--- config.mk ---
export PLATFORM = sky130hd
export DESIGN_NAME = cdg_cnt_mem
export DESIGN_NICKNAME = d
export VERILOG_FILES = /design/src/hw/rtl/cdg_pkg.sv /design/src/hw/rtl/cdg_cnt_mem.sv
export SDC_FILE = /design/constraint.sdc
export NUM_CORES = 1
export LEC_CHECK = 0
export BUFFER_PORTS_ARGS = -buffer_cell sky130_fd_sc_hd__clkbuf_2
export CORE_UTILIZATION = 65
export CTS_CLUSTER_DIAMETER = 30
export CTS_CLUSTER_SIZE = 24
export DETAILED_ROUTE_END_ITERATION = 8
export GPL_TIMING_DRIVEN = 0
export PLACE_DENSITY = 0.84
export RECOVER_POWER = 25
export SYNTH_ARGS = -nofsm -noshare
export SYNTH_HDL_FRONTEND = slang
export SYNTH_SLANG_ARGS = --single-unit
export TNS_END_PERCENT = 100
--- constraint.sdc ---
create_clock -name clk_i -period 1.9 [get_ports clk_i]
set_input_delay 0.285 -clock clk_i [delete_from_list [all_inputs] [get_ports clk_i]]
set_output_delay 0.285 -clock clk_i [all_outputs]
set_load 0.1 [all_outputs]
--- src/hw/rtl/cdg_pkg.sv ---
`default_nettype none

package cdg_pkg;

  // Default configuration
  localparam int unsigned DEF_NUM_DENOMS = 9;
  localparam int unsigned DEF_COUNT_BITS = 32;

  // Fixed widths of the item fields
  localparam int unsigned ACTION_W  = 2;
  localparam int unsigned DVAL_W    = 16;
  localparam int unsigned QTY_W     = 32;
  localparam int unsigned AMOUNT_W  = 32;
  localparam int unsigned STATUS_W  = 2;
  localparam int unsigned VALUE_W   = 13;
  localparam int unsigned OCOUNT_W  = 32;

  // Denomination table: nine real slots, up to sixteen addressable
  localparam int unsigned TABLE_DENOMS = 9;
  localparam int unsigned SLOT_W       = 4;
  localparam int unsigned RECIP_W      = 29;

  typedef enum logic [ACTION_W-1:0] {
    ACT_PROVISION = 2'd0,
    ACT_INSERT    = 2'd1,
    ACT_DISPENSE  = 2'd2,
    ACT_ROLLBACK  = 2'd3
  } action_e;

  typedef enum logic [STATUS_W-1:0] {
    ST_OK        = 2'd0,
    ST_BAD_DENOM = 2'd1,
    ST_NO_CASH   = 2'd2
  } status_e;

  typedef struct packed {
    action_e             action;
    logic [DVAL_W-1:0]   denom_value;
    logic [QTY_W-1:0]    quantity;
    logic [AMOUNT_W-1:0] amount;
  } in_item_t;

  typedef struct packed {
    status_e             status;
    logic [VALUE_W-1:0]  out_value;
    logic [OCOUNT_W-1:0] out_count;
    logic                last;
  } out_item_t;

  // Denomination value in cents of a slot, zero for an unused slot
  function automatic logic [VALUE_W-1:0] slot_value(input logic [SLOT_W-1:0] slot);
    logic [VALUE_W-1:0] v;
    case (slot)
      4'd0:    v = 13'd10;
      4'd1:    v = 13'd20;
      4'd2:    v = 13'd50;
      4'd3:    v = 13'd100;
      4'd4:    v = 13'd200;
      4'd5:    v = 13'd500;
      4'd6:    v = 13'd1000;
      4'd7:    v = 13'd2000;
      4'd8:    v = 13'd5000;
      default: v = '0;
    endcase
    return v;
  endfunction

  // floor(2^32 / value): quotient estimate is low by at most one
  function automatic logic [RECIP_W-1:0] slot_recip(input logic [SLOT_W-1:0] slot);
    logic [RECIP_W-1:0] m;
    case (slot)
      4'd0:    m = 29'd429496729;
      4'd1:    m = 29'd214748364;
      4'd2:    m = 29'd85899345;
      4'd3:    m = 29'd42949672;
      4'd4:    m = 29'd21474836;
      4'd5:    m = 29'd8589934;
      4'd6:    m = 29'd4294967;
      4'd7:    m = 29'd2147483;
      4'd8:    m = 29'd858993;
      default: m = '0;
    endcase
    return m;
  endfunction

endpackage

`default_nettype wire

--- src/hw/rtl/cdg_cnt_mem.sv ---
`default_nettype none

module cdg_cnt_mem #(
  parameter int unsigned DEPTH = cdg_pkg::DEF_NUM_DENOMS,
  parameter int unsigned WIDTH = cdg_pkg::DEF_COUNT_BITS,
  parameter int unsigned AW    = (DEPTH > 1) ? $clog2(DEPTH) : 1
) (
  input  wire logic             clk_i,
  input  wire logic             rst_ni,
  input  wire logic [AW-1:0]    addr_i,
  input  wire logic             rd_en_i,
  input  wire logic             wr_en_i,
  input  wire logic [WIDTH-1:0] wr_data_i,
  output logic      [WIDTH-1:0] rd_data_o
);

  logic [WIDTH-1:0] mem_q [DEPTH];
  logic [WIDTH-1:0] rd_q;
  logic [DEPTH-1:0] vld_q;
  logic             rd_vld_q;

  // Write and read the count array
  always_ff @(posedge clk_i) begin
    if (wr_en_i) begin
      mem_q[addr_i] <= wr_data_i;
    end
    if (rd_en_i) begin
      rd_q <= mem_q[addr_i];
    end
  end

  // Track written entries; an unwritten entry reads as zero
  always_ff @(posedge clk_i or negedge rst_ni) begin
    if (!rst_ni) begin
      vld_q    <= '0;
      rd_vld_q <= 1'b0;
    end else begin
      if (wr_en_i) begin
        vld_q[addr_i] <= 1'b1;
      end
      if (rd_en_i) begin
        rd_vld_q <= vld_q[addr_i];
      end
    end
  end

  assign rd_data_o = rd_vld_q ? rd_q : '0;

endmodule

`default_nettype wire

-- After elaboration in Yosys (flattened, before gate mapping)
Memories as Yosys holds them, arrays and structs flattened. A register that Yosys moved wholly into a read port is not among the register bits.
Index checks and enable logic that the tools add are counted.
- memories: 1
- bits in registers: 10
- word-level logic and storage cells: 14
- input bits: 40
- memory bits (writable): 288
- memories (name ; depth ; bits a word ; rd ports ; clocked after memory_dff ; wr ports ; line ; text):
    mem_q ; 9 ; 32 ; 1 ; 1 ; 1 ; cdg_cnt_mem.sv:17 ; logic [WIDTH-1:0] mem_q [DEPTH];
- muxes and demuxes: 7
- order comparisons: 2
- reduce and logical (&&, ||, !) cells: 1
- bitwise gates (word level): 1
- operators with widths (cell ; number):
    $mux 32 ; 1
    $or 9x9->9 ; 1
    $lt 4x5->1 const B ; 1
    $bmux 1 s4 ; 1
    $demux 1 s4 ; 1
    $ge 4x1->1 const B ; 1
    $mux 1 ; 4
    $logic_and 1x1->1 ; 1

-- Longest topological paths before layout
- depth in word-level cells: 5
- gate-level depth with buffers: 6
- mapped depth without buffers: 4

-- Worst setup path after synthesis
Ideal clock, no wire load.
- path type: input port to flip-flop
- start point: input port addr_i[2]
- end point: memory mem_q[4][0] in the netlist's numbering, enable pin
- library setup time: 463 ps
- stages on the path: 5
- buffers on the path: 2
- setup slack: -1675 ps
- arrival time: 3112 ps
- cell sequence: buf_2 nor2b_1 buf_2 nand2_1 nor3_1
- RTL lines (item ; line ; text):
    from (decl) ; cdg_cnt_mem.sv:10 ; input wire logic [AW-1:0] addr_i,
    to (decl) ; cdg_cnt_mem.sv:17 ;
Straight into the memory's write port.

-- Worst setup path in the final report
- start point: input port addr_i[0]
- end point: memory mem_q[1][23] in the netlist's numbering, enable pin
Straight into the memory's write port.

==> flow_summary.json <==
{
  "tritoncts": "done",
  "finalCritPeriodShare_pct": 102.6,
  "wl_met3_um": 3430,
  "final_layout_size_suffix_gt1_share_pct": 36.21,
  "rows": 50,
  "r2r_end": "rd_q[3]",
  "stdcell_count": 988,
  "via_per_inst": 7.000,
  "coreArea_mm2": 0.01877,
  "yosys_warnings": 0,
  "slew_viol_final": 0,
  "clk_root_buffer_cell": "clkbuf_16",
  "final_hold_viol_count": 0,
  "multi_input_area_mm2": 0.002613,
  "tightest_slew_ps": 1349,
  "synth_top_flop_cell": "edfxtp_1",
  "seq_area_frac_synth_pct": 79.09,
  "num_antenna_cells": 0,
  "route.detailed.drc": 0,
  "ff_latch_area_mm2": 0.009861,
  "finClkSkew_ps": 19.20,
  "final_area_mm2": 0.01572,
  "routedWlPerCell_um": 33.81,
  "cts.path.max_buffers": 3,
  "grtUsageTotal_pct": 34.87,
  "globalRouteOverflowTotal": 0,
  "outcome": "finished, violations left",
  "synth_common_cells": "edfxtp_1, mux4_2, nand2_1, and2_1",
  "p_total_uw": 18950,
  "power_density_mw_per_mm2": 1205,
  "drt-met1-wl_um": 11890,
  "clkTransAtPathRegs_ps": 60,
  "dieArea_mm2": 0.01974,
  "syn_nets": 629,
  "synth_edf_count": 320,
  "worst_hold_slack_ps": 64.15,
  "die_h_um": 140.5,
  "cts_inserted_buffers": 46,
  "critPathMaxFanout": 16,
  "fmax_ghz": 0.5129,
  "route.met2.wl_um": 16530,
  "place_area_mm2": 0.01332,
  "fp.dieW_um": 140.5,
  "synth_area_mm2": 0.01247,
  "netlist.area_leader.share_pct": 77.09,
  "hp-class": "in -> reg",
  "post-route-min-period_ps": 1950,
  "nets": 757,
  "hold_depth": 1,
  "port_buffers": 67,
  "violations": "setup timing",
  "endpoint_kind": "register",
  "cp_data_required_time_ps": 2050,
  "setup.worst_path.start": "addr_i[0]",
  "vdd_drop_max_mv": 0.8728,
  "post_synth_inst_count": 589,
  "final.fill_count": 792,
  "cp.arrival_ps": 2090,
  "firstDrtPassIters": 5,
  "area_growth_pct": 26.12,
  "synth.distinct_cells": 26,
  "clk-insertion-delay-late_ps": 550,
  "avgSynthCellArea_um2": 21.16,
  "placedCellCount": 894,
  "r2r.worst_path.cells": 3,
  "worstSetupStartpointType": "input port",
  "cts_sinks": 330,
  "layout_setup_ws_ps": -49.71,
  "grt_pass1_wl_um": 47410,
  "htree_levels": 2,
  "highest_layer": "met4",
  "synth-async-reset-ratio_pct": 3.030,
  "antenna_left": 0,
  "worstHoldStart": "wr_data_i[15]",
  "synth_largest_area_cell": "edfxtp_1",
  "post-place-ws_ps": -599.4,
  "num_vias": 6916,
  "wl_um": 33400,
  "start_util_pct": 66.42,
  "cellLeakagePower_uw": 0.005404,
  "drt_iter0_drc": 939,
  "ff2ff_setup_slack_ps": 320,
  "pin_count": 72,
  "timing.rr.start": "mem_q[4][3]",
  "critPathKind": "in -> reg",
  "grt_max_degree": 35,
  "finalSetupViolCount": 27,
  "max-cap-violations": 0,
  "ys_ff_latch": 330,
  "holdPathEnd": "mem_q[0][15]",
  "dp_hpwl_um": 14750,
  "synth.most_common_cell": "edfxtp_1",
  "grt_pass1_vias": 7247,
  "gp_congestion": 0.7474,
  "rsz0062_at_grt": "true",
  "antenna_found_initial": 0,
  "synthTopCellsByArea": "edfxtp_1, mux4_2, dfrtp_1, and2_1, nand2_1",
  "relSlewSlack_pct": 9.852
}
[metal layers]
layer / global-route usage (%) / up-vias
met5: 0 / -
met4: 16.08 / 0
met3: 8.034 / 132
met2: 56.63 / 590
met1: 45.79 / 3533
li1: - / 2661
[critical path, cell delays in order]
cell	delay (ps)
buf_6	160
buf_4	270
nand2b_1	290
nor2_2	1070
[flip-flops by register name, indices dropped and copies added (netlist names)]
signal and cells:
mem_q 288, rd_q 32, vld_q 9, rd_vld_q 1
[layout make-up]
cell class	count	share of cell area, %
buffer	30	1.735
clock buffer	53	7.815
clock inverter	32	2.228
multi-input combinational	231	16.62
sequential	330	62.72
tap	234	1.862
timing repair buffer	78	7.020
[power by group]
group	switching [µW]	internal (µW)
clock network	3470	5300
logic	1140	734
registers	99.0	8220
total	4700	14300
[worst max path at each step]
stage / end / slack, ps
3_3_place_gp: mem_q[0][10] / -1050
2_1_floorplan: mem_q[0][0] / -160
3_5_place_dp: mem_q[3][9] / -600
4_1_cts: rd_data_o[8] / -80
5_1_grt: rd_data_o[1] / -40
6_report: mem_q[1][23] / -50
[logic make-up (layout without fill, tap and decap cells)]
group,after synthesis,after routing,share of synthesized area [%]
muxes,82,82,13.24
DFF,330,330,79.09
buffers and inverters,30,193,1.455
and+or+nand+nor,112,114,4.426
AOI/OAI and AO/OA,35,35,1.787
[layout by cell type, fill, tap and decap left out, drive strengths merged, types with 3 or more instances in the layout]
master	synthesis	routed
a22oi	16	16
and2	32	32
buf	19	29
bufinv	0	4
clkbuf	11	131
clkinv	0	16
clkinvlp	0	3
dfrtp	10	10
edfxtp	320	320
inv	0	9
mux2i	16	16
mux4	65	65
nand2	51	51
nand2b	3	3
nor2	9	11
nor2b	3	3
o21ai	16	16
or2	9	9
[through the flow]
stage	utilization, %	setup TNS (ps)
4_1_cts	83.52	-689.6
6_report	83.77	-670.7
5_1_grt	83.77	-568.1
3_5_place_dp	70.97	-129130
2_1_floorplan	-	-7718
3_3_place_gp	70.38	-166820
[repair_timing]
item / in CTS / in global routing
pin swaps: 1 / 2
hold buffers: 1 / 0
endpoints found under the setup margin: 195 / 97
endpoints found under the hold margin: 10 / 0
cloned: 3 / 2
setup buffers: 0 / 4
gates resized for setup: 130 / 15
Power figures use the tool's default switching activity.
