<file path="src/hw/rtl/cdg_pkg.sv">
`default_nettype none

package cdg_pkg;

  // Default configuration
  localparam int unsigned DEF_NUM_DENOMS = 9;
  localparam int unsigned DEF_COUNT_BITS = 32;

  // Fixed widths of the item fields
  localparam int unsigned ACTION_W  = 2;
  localparam int unsigned DVAL_W    = 16;
  localparam int unsigned QTY_W     = 32;
  localparam int unsigned AMOUNT_W  = 32;
  localparam int unsigned STATUS_W  = 2;
  localparam int unsigned VALUE_W   = 13;
  localparam int unsigned OCOUNT_W  = 32;

  // Denomination table: nine real slots, up to sixteen addressable
  localparam int unsigned TABLE_DENOMS = 9;
  localparam int unsigned SLOT_W       = 4;
  localparam int unsigned RECIP_W      = 29;

  typedef enum logic [ACTION_W-1:0] {
    ACT_PROVISION = 2'd0,
    ACT_INSERT    = 2'd1,
    ACT_DISPENSE  = 2'd2,
    ACT_ROLLBACK  = 2'd3
  } action_e;

  typedef enum logic [STATUS_W-1:0] {
    ST_OK        = 2'd0,
    ST_BAD_DENOM = 2'd1,
    ST_NO_CASH   = 2'd2
  } status_e;

  typedef struct packed {
    action_e             action;
    logic [DVAL_W-1:0]   denom_value;
    logic [QTY_W-1:0]    quantity;
    logic [AMOUNT_W-1:0] amount;
  } in_item_t;

  typedef struct packed {
    status_e             status;
    logic [VALUE_W-1:0]  out_value;
    logic [OCOUNT_W-1:0] out_count;
    logic                last;
  } out_item_t;

  // Denomination value in cents of a slot, zero for an unused slot
  function automatic logic [VALUE_W-1:0] slot_value(input logic [SLOT_W-1:0] slot);
    logic [VALUE_W-1:0] v;
    case (slot)
      4'd0:    v = 13'd10;
      4'd1:    v = 13'd20;
      4'd2:    v = 13'd50;
      4'd3:    v = 13'd100;
      4'd4:    v = 13'd200;
      4'd5:    v = 13'd500;
      4'd6:    v = 13'd1000;
      4'd7:    v = 13'd2000;
      4'd8:    v = 13'd5000;
      default: v = '0;
    endcase
    return v;
  endfunction

  // floor(2^32 / value): quotient estimate is low by at most one
  function automatic logic [RECIP_W-1:0] slot_recip(input logic [SLOT_W-1:0] slot);
    logic [RECIP_W-1:0] m;
    case (slot)
      4'd0:    m = 29'd429496729;
      4'd1:    m = 29'd214748364;
      4'd2:    m = 29'd85899345;
      4'd3:    m = 29'd42949672;
      4'd4:    m = 29'd21474836;
      4'd5:    m = 29'd8589934;
      4'd6:    m = 29'd4294967;
      4'd7:    m = 29'd2147483;
      4'd8:    m = 29'd858993;
      default: m = '0;
    endcase
    return m;
  endfunction

endpackage

`default_nettype wire

</file>
<file path="src/hw/rtl/cdg_quot.sv">
`default_nettype none

module cdg_quot (
  input  wire logic                           clk_i,
  input  wire logic                           rst_ni,
  input  wire logic                           start_i,
  input  wire logic [cdg_pkg::AMOUNT_W-1:0]   rem_i,
  input  wire logic [cdg_pkg::SLOT_W-1:0]     slot_i,
  output logic                                done_o,
  output logic      [cdg_pkg::AMOUNT_W-1:0]   quot_o
);

  import cdg_pkg::*;

  localparam int unsigned PROD_W = 2 * AMOUNT_W;
  localparam int unsigned QV_W   = AMOUNT_W + VALUE_W;

  logic [AMOUNT_W-1:0] rem_q;
  logic [VALUE_W-1:0]  val_q;
  logic [RECIP_W-1:0]  m_q;
  logic [PROD_W-1:0]   prod_q;
  logic [AMOUNT_W-1:0] qe;
  logic [AMOUNT_W-1:0] qe_q;
  logic [QV_W-1:0]     qv_q;
  logic [AMOUNT_W-1:0] rest;
  logic [AMOUNT_W-1:0] quot_q;
  logic [3:0]          stg_q;

  assign qe   = prod_q[PROD_W-1:AMOUNT_W];
  assign rest = rem_q - qv_q[AMOUNT_W-1:0];

  // Latch operands, then multiply by the reciprocal, back-multiply, correct
  always_ff @(posedge clk_i) begin
    if (start_i) begin
      rem_q <= rem_i;
      val_q <= slot_value(slot_i);
      m_q   <= slot_recip(slot_i);
    end
    prod_q <= PROD_W'(rem_q) * PROD_W'(m_q);
    qe_q   <= qe;
    qv_q   <= QV_W'(qe) * QV_W'(val_q);
    quot_q <= qe_q + AMOUNT_W'((val_q != '0) && (rest >= AMOUNT_W'(val_q)));
  end

  // Advance the stage marker alongside the data
  always_ff @(posedge clk_i or negedge rst_ni) begin
    if (!rst_ni) begin
      stg_q <= '0;
    end else begin
      stg_q <= {stg_q[2:0], start_i};
    end
  end

  assign done_o = stg_q[3];
  assign quot_o = quot_q;

endmodule

`default_nettype wire

</file>
<file path="config.mk">
export PLATFORM = sky130hd
export DESIGN_NAME = cdg_quot
export DESIGN_NICKNAME = d
export VERILOG_FILES = /design/src/hw/rtl/cdg_pkg.sv /design/src/hw/rtl/cdg_quot.sv
export SDC_FILE = /design/constraint.sdc
export NUM_CORES = 2
export LEC_CHECK = 0
export ABC_AREA = 1
export ABC_CLOCK_PERIOD_IN_PS = 8700
export BUFFER_PORTS_ARGS = -buffer_cell sky130_fd_sc_hd__buf_2
export CAP_MARGIN = 20
export CORE_MARGIN = 2
export CORE_UTILIZATION = 67
export DETAILED_ROUTE_END_ITERATION = 6
export PLACE_DENSITY = 0.92
export SYNTH_ARGS = -nofsm -noshare
export SYNTH_HDL_FRONTEND = slang
export SYNTH_SLANG_ARGS = --single-unit
</file>
<file path="constraint.sdc">
create_clock -name clk_i -period 8.7 [get_ports clk_i]
set_input_delay 2.61 -clock clk_i [delete_from_list [all_inputs] [get_ports clk_i]]
set_output_delay 2.61 -clock clk_i [all_outputs]
set_load 0.01 [all_outputs]
</file>
# Yosys cells after proc, flatten, opt, wreduce, memory -nomap -nowiden
# Memory sizes are Yosys's and may differ from the RTL's. A register that Yosys moved wholly into a read port is not among the register bits.
# Cells that the tools add are included.
# totals
reg_bits	201
latchBits	0
ram_bits	0
romBits	640
inputBits	39
output_inout_bits	33
memories	2
# mem_list
memory	words	word_bits	rd	rd_clocked_by_memory_dff	write_ports	line	text
(name not given)	16	29	1	1	0	cdg_pkg.sv:71	case (slot)
(name not given)	16	11	1	1	0	cdg_pkg.sv:53	case (slot)
# op_classes
n_addsub	2
n_mul	2
div_mod_pow	0
magnitude_cmp	1
eq_ne	0
shifts	0
mux	0
bitwise_logic	0
reduce_logical	2
# op_table
operator	n
multiplier 32 x 29 -> 61 bit	1
greater-or-equal comparator 32 x 13 -> 1 bit	1
multiplier 29 x 13 -> 32 bit	1
subtractor 32 bit	1
adder 29 x 1 -> 30 bit	1
nonzero test 13 bit	1
logical AND 1 bit	1

# Depth between registers and ports, before layout
# logic_depth
word_depth	4
depth_mapped	32
mapped_depth_nobuf	31

# Worst setup path before layout
# No wires, ideal clock.
# synth_path
path_kind	reg2reg
startpoint	reg rem_q[28]
endpoint	reg prod_q[57]
setup_ns	0.072
arrival_ns	6.457
required_time_ns	8.628
path_slack_ns	2.172
path_stages_with_launch	29
cell_sequence	edfxtp_1 -> clkbuf_1 -> clkbuf_1 -> nand2_1 -> fa_1 -> inv_1 -> fa_1 -> fa_1 -> inv_1 -> fa_1 -> inv_1 -> fa_1 -> fa_1 -> fa_1 -> inv_1 -> fa_1 -> inv_1 -> ha_1 -> nand2_1 -> nor2_1 -> inv_1 -> nor2_1 -> inv_1 -> nor3_1 -> nand3_1 -> nand3_1 -> nand3_1 -> nand3_1 -> xor2_1
# synth_between
elab_chain_cells	1
# synth_rtl
item	line	text
start, declared	cdg_quot.sv:18	logic [AMOUNT_W-1:0] rem_q;
start signal, assigned	cdg_quot.sv:35	rem_q <= rem_i;
multiplier 32 x 29 -> 61 bit	cdg_quot.sv:39	prod_q <= PROD_W'(rem_q) * PROD_W'(m_q);
end signal, assigned	cdg_quot.sv:39	
end, declared	cdg_quot.sv:21	logic [PROD_W-1:0] prod_q;
# No other way between the ends.
# A chain may end at the register's enable or synchronous reset.

# Final worst setup path
# layout_path
startpoint	reg rem_q[10]
endpoint	reg prod_q[40]
# Same word-level chain as after synthesis.

==> run_results.csv <==
group,metric,value,unit
status,status,"finished with violations",
status,violations,"DRC",
drt,via_per_inst,5.72,
floorplan,initial_core_util,68.0,%
setup_path,r2r_setup_slack,0.77,ns
drt,vias,41009,
cts,clock-sinks,194,
global_routing,antenna_found_initial,3,
floorplan,die-width,274,um
cts,cts_buffer_depth,2,
floorplan,row_count,98,
floorplan,ios,72,
place,dp_hpwl,118000,um
setup_path,worstPathMaxFanout,20,
floorplan,dieArea,74900,sq um
synth,synth.top_cell.area_share,41.6,%
setup_path,critPathRequiredTime,9.10,ns
synth,synthAdderAreaFrac,51.6,%
cts,cts_setup_buffers,0,
synth,synthArstFlopShare,2.06,%
setup_path,cp_cell_sequence,"buf_4 -> nand2_1 -> fa_1 -> inv_1 -> fa_1 -> fa_1 -> fa_1 -> fa_1 -> fa_1 -> fa_1 -> inv_1 -> fa_1 -> inv_1 -> ha_1 -> nand2_1 -> nor2_1 -> inv_1 -> nor2_1 -> inv_1 -> nor2_1 -> nand4_1 -> o211ai_1 -> xor2_1",
timing,fin_tns_setup,0,ns
worst_hold_path,min_to,"stg_q[2]",
timing,finalHoldViolCount,0,
cts,hold_buffers,0,
synth,synthMuxAreaShare,0,%
cts,cts_root_buf,"clkbuf_16",
timing,fin_ws,0.773,ns
finish,syn_to_final_growth,4.27,%
synth,netlist_instances,6265,
timing,timing.hold.ws,0.354,ns
finish,drive_above_1_share,3.68,%
cts,clk_latency,0.51,ns
synth,yosysTopAreaCell,"fa_1",
timing,tightestPinTransition,1.20,ns
global_routing,track_usage,41.2,%
setup_path,rr_startpoint,"rem_q[10]",
synth,yosys_most_used_dff,"dfxtp_1",
cts,h-tree-depth,4,
setup_path,r2r_end,"prod_q[40]",
setup_path,crit_type,"flop to flop",
synth,synthSimpleGateAreaFrac,16.6,%
run,max_cap_viol_count,0,
drt,ant_nets,0,
timing,finalCritPeriodShare,91.1,%
cts,clk_pin_slew_worst_paths,0.10,ns
synth,synth.area.top_cells,"fa_1 (42%), inv_1 (15%), nand2_1 (13%)",
floorplan,die_y,274,um
worst_hold_path,min-delay-start,"stg_q[1]",
timing,finClkSkew,0.0183,ns
setup_path,cp_slowest_cell,"edfxtp_1",
setup_path,start_kind,"flop",
finish,layout_commonest_cell,"inv_1",
finish,final_cell_mix,"inv_1 (1980), nand2_1 (1686), fa_1 (1012)",
synth,synth_edf_count,71,
setup_path,rr_worst_depth,23,
timing,drv_slew,0,
setup_path,endpoint_kind,"flop",
place,port_buffers,69,
global_routing,grt_max_degree,73,
place,gp_congestion,1.04,
setup_path,worstPathArrival,8.33,ns
synth,synth-compound-area-share,3.20,%
timing,setup_viol,0,
timing,slew_headroom,19.7,%
synth,synth_area,48800,sq um
finish,final_nets,7652,
cts,cts_tree,"built",
cts,numCtsBuffers,17,
synth,yosysWarnings,0,
synth,avgSynthCellArea,7.78,sq um
setup_path,cp_slowest_stage_delay,1.14,ns
global_routing,grt_pass1_wl,235000,um
drt,drt_first_iter_violations,5223,
synth,synth-seq-area-share,9.47,%
drt,routed_wl,149000,um
timing,rsz0062_at_grt,"no",
place,pre_cts_ws,0.956,ns
setup_path,crit_start,"rem_q[10]",
synth,synth-xor-area-share,1.90,%
global_routing,overflow,0,
worst_hold_path,hold_depth,0,
timing,layout_min_cycle_time,7.93,ns
worst_hold_path,hp-class,"flop to flop",
synth,yosysUniqueCellTypes,54,
synth,ys_seq_elements,194,
drt,wl_per_cell,20.7,um
synth,synth_top_family_by_area,"adder cells",
setup_path,crit_top_cell,"fa_1",
cts,cts-resized-gates,0,
drt,route.detailed.drc,1,
global_routing,grt_pass1_vias,44128,
floorplan,coreArea,71700,sq um
drt,dr.pass1.iters,7,
timing,fmax,126,MHz
==> flip-flops by register name, summed over array words and instances, names as in the netlist <==
signal,count
quot_o,30
rem_q,32
m_q,29
qv_q,31
qe_q,29
stg_q,4
val_q,10
prod_q,29
==> per-stage QoR <==
step	cells	cell area (sq um)	utilization (%)
after floorplan	6266	48800	-
after global placement	7135	50100	69.8
after detailed placement	7136	50100	69.8
after CTS	7168	50700	70.7
after global routing	7171	50800	70.9
final	7172	50800	70.9
==> cell families after synthesis <==
family	count (synthesis)
compound gates	282
buf+inv	2228
other cells	1
simple gates	2049
xor+xnor	106
fa+ha+maj	1405
flops	194
==> synthesized netlist by cell type (5+ instances only) <==
| cell | number |
|---|---|
| nor2_2 | 6 |
| fa_1 | 1012 |
| nand2_1 | 1686 |
| nand2_2 | 6 |
| clkbuf_1 | 209 |
| o21ai_0 | 75 |
| nand4_1 | 20 |
| and2_1 | 5 |
| nor2_1 | 188 |
| buf_1 | 27 |
| inv_1 | 1980 |
| ha_1 | 393 |
| dfxtp_1 | 119 |
| nand3_1 | 83 |
| nor4_1 | 7 |
| a21oi_1 | 140 |
| nor3_1 | 20 |
| nand3b_1 | 7 |
| buf_2 | 7 |
| edfxtp_1 | 71 |
| o21bai_1 | 12 |
| o21a_1 | 6 |
| and3_1 | 5 |
| xnor2_1 | 39 |
| xor2_1 | 67 |
| a21o_1 | 15 |
| a31oi_1 | 15 |
==> how the worst max path moves through the flow <==
stage / to / slack [ns] / cells past startpoint
CTS: prod_q[40] / 0.95 / 25
finish: prod_q[40] / 0.77 / 23
detailed placement: prod_q[40] / 0.96 / 25
global route: prod_q[42] / 0.45 / 26
floorplan: prod_q[57] / 2.17 / 28
global placement: prod_q[43] / 1.03 / 26
==> critical path: cells and delay by family (launching register included) <==
family / cells / cell delay (ns)
adders and majority gates: 9 / 4.50
DFF: 1 / 1.14
and+or+nand+nor: 6 / 0.83
buffers and inverters: 6 / 0.72
AOI/OAI and AO/OA: 1 / 0.32
xor gates and xnor gates: 1 / 0.31
==> layout make-up <==
cell class | count | area [sq um]
antenna | 1 | 2.50
clock buffer | 17 | 425
clock inverter | 15 | 226
fill | 5037 | 20900
inverter | 1983 | 7440
multi-input combinational | 3844 | 35800
sequential | 194 | 4610
tap | 950 | 1190
timing repair buffer | 168 | 1170
==> layer usage <==
metal | wire length (um) | track usage, % | part of all wire (%) | up-vias
li1 | - | - | - | 17487
met1 | 50500 | 51.2 | 34 | 19414
met3 | 21800 | 12.9 | 15 | 902
met2 | 65000 | 63.6 | 44 | 3202
met4 | 11300 | 24.5 | 7.6 | 4
met5 | 27 | 0 | 0.018 | -
Power is not shown: default switching activity piles up to over one toggle a cycle in this logic, so the estimate is an artifact.
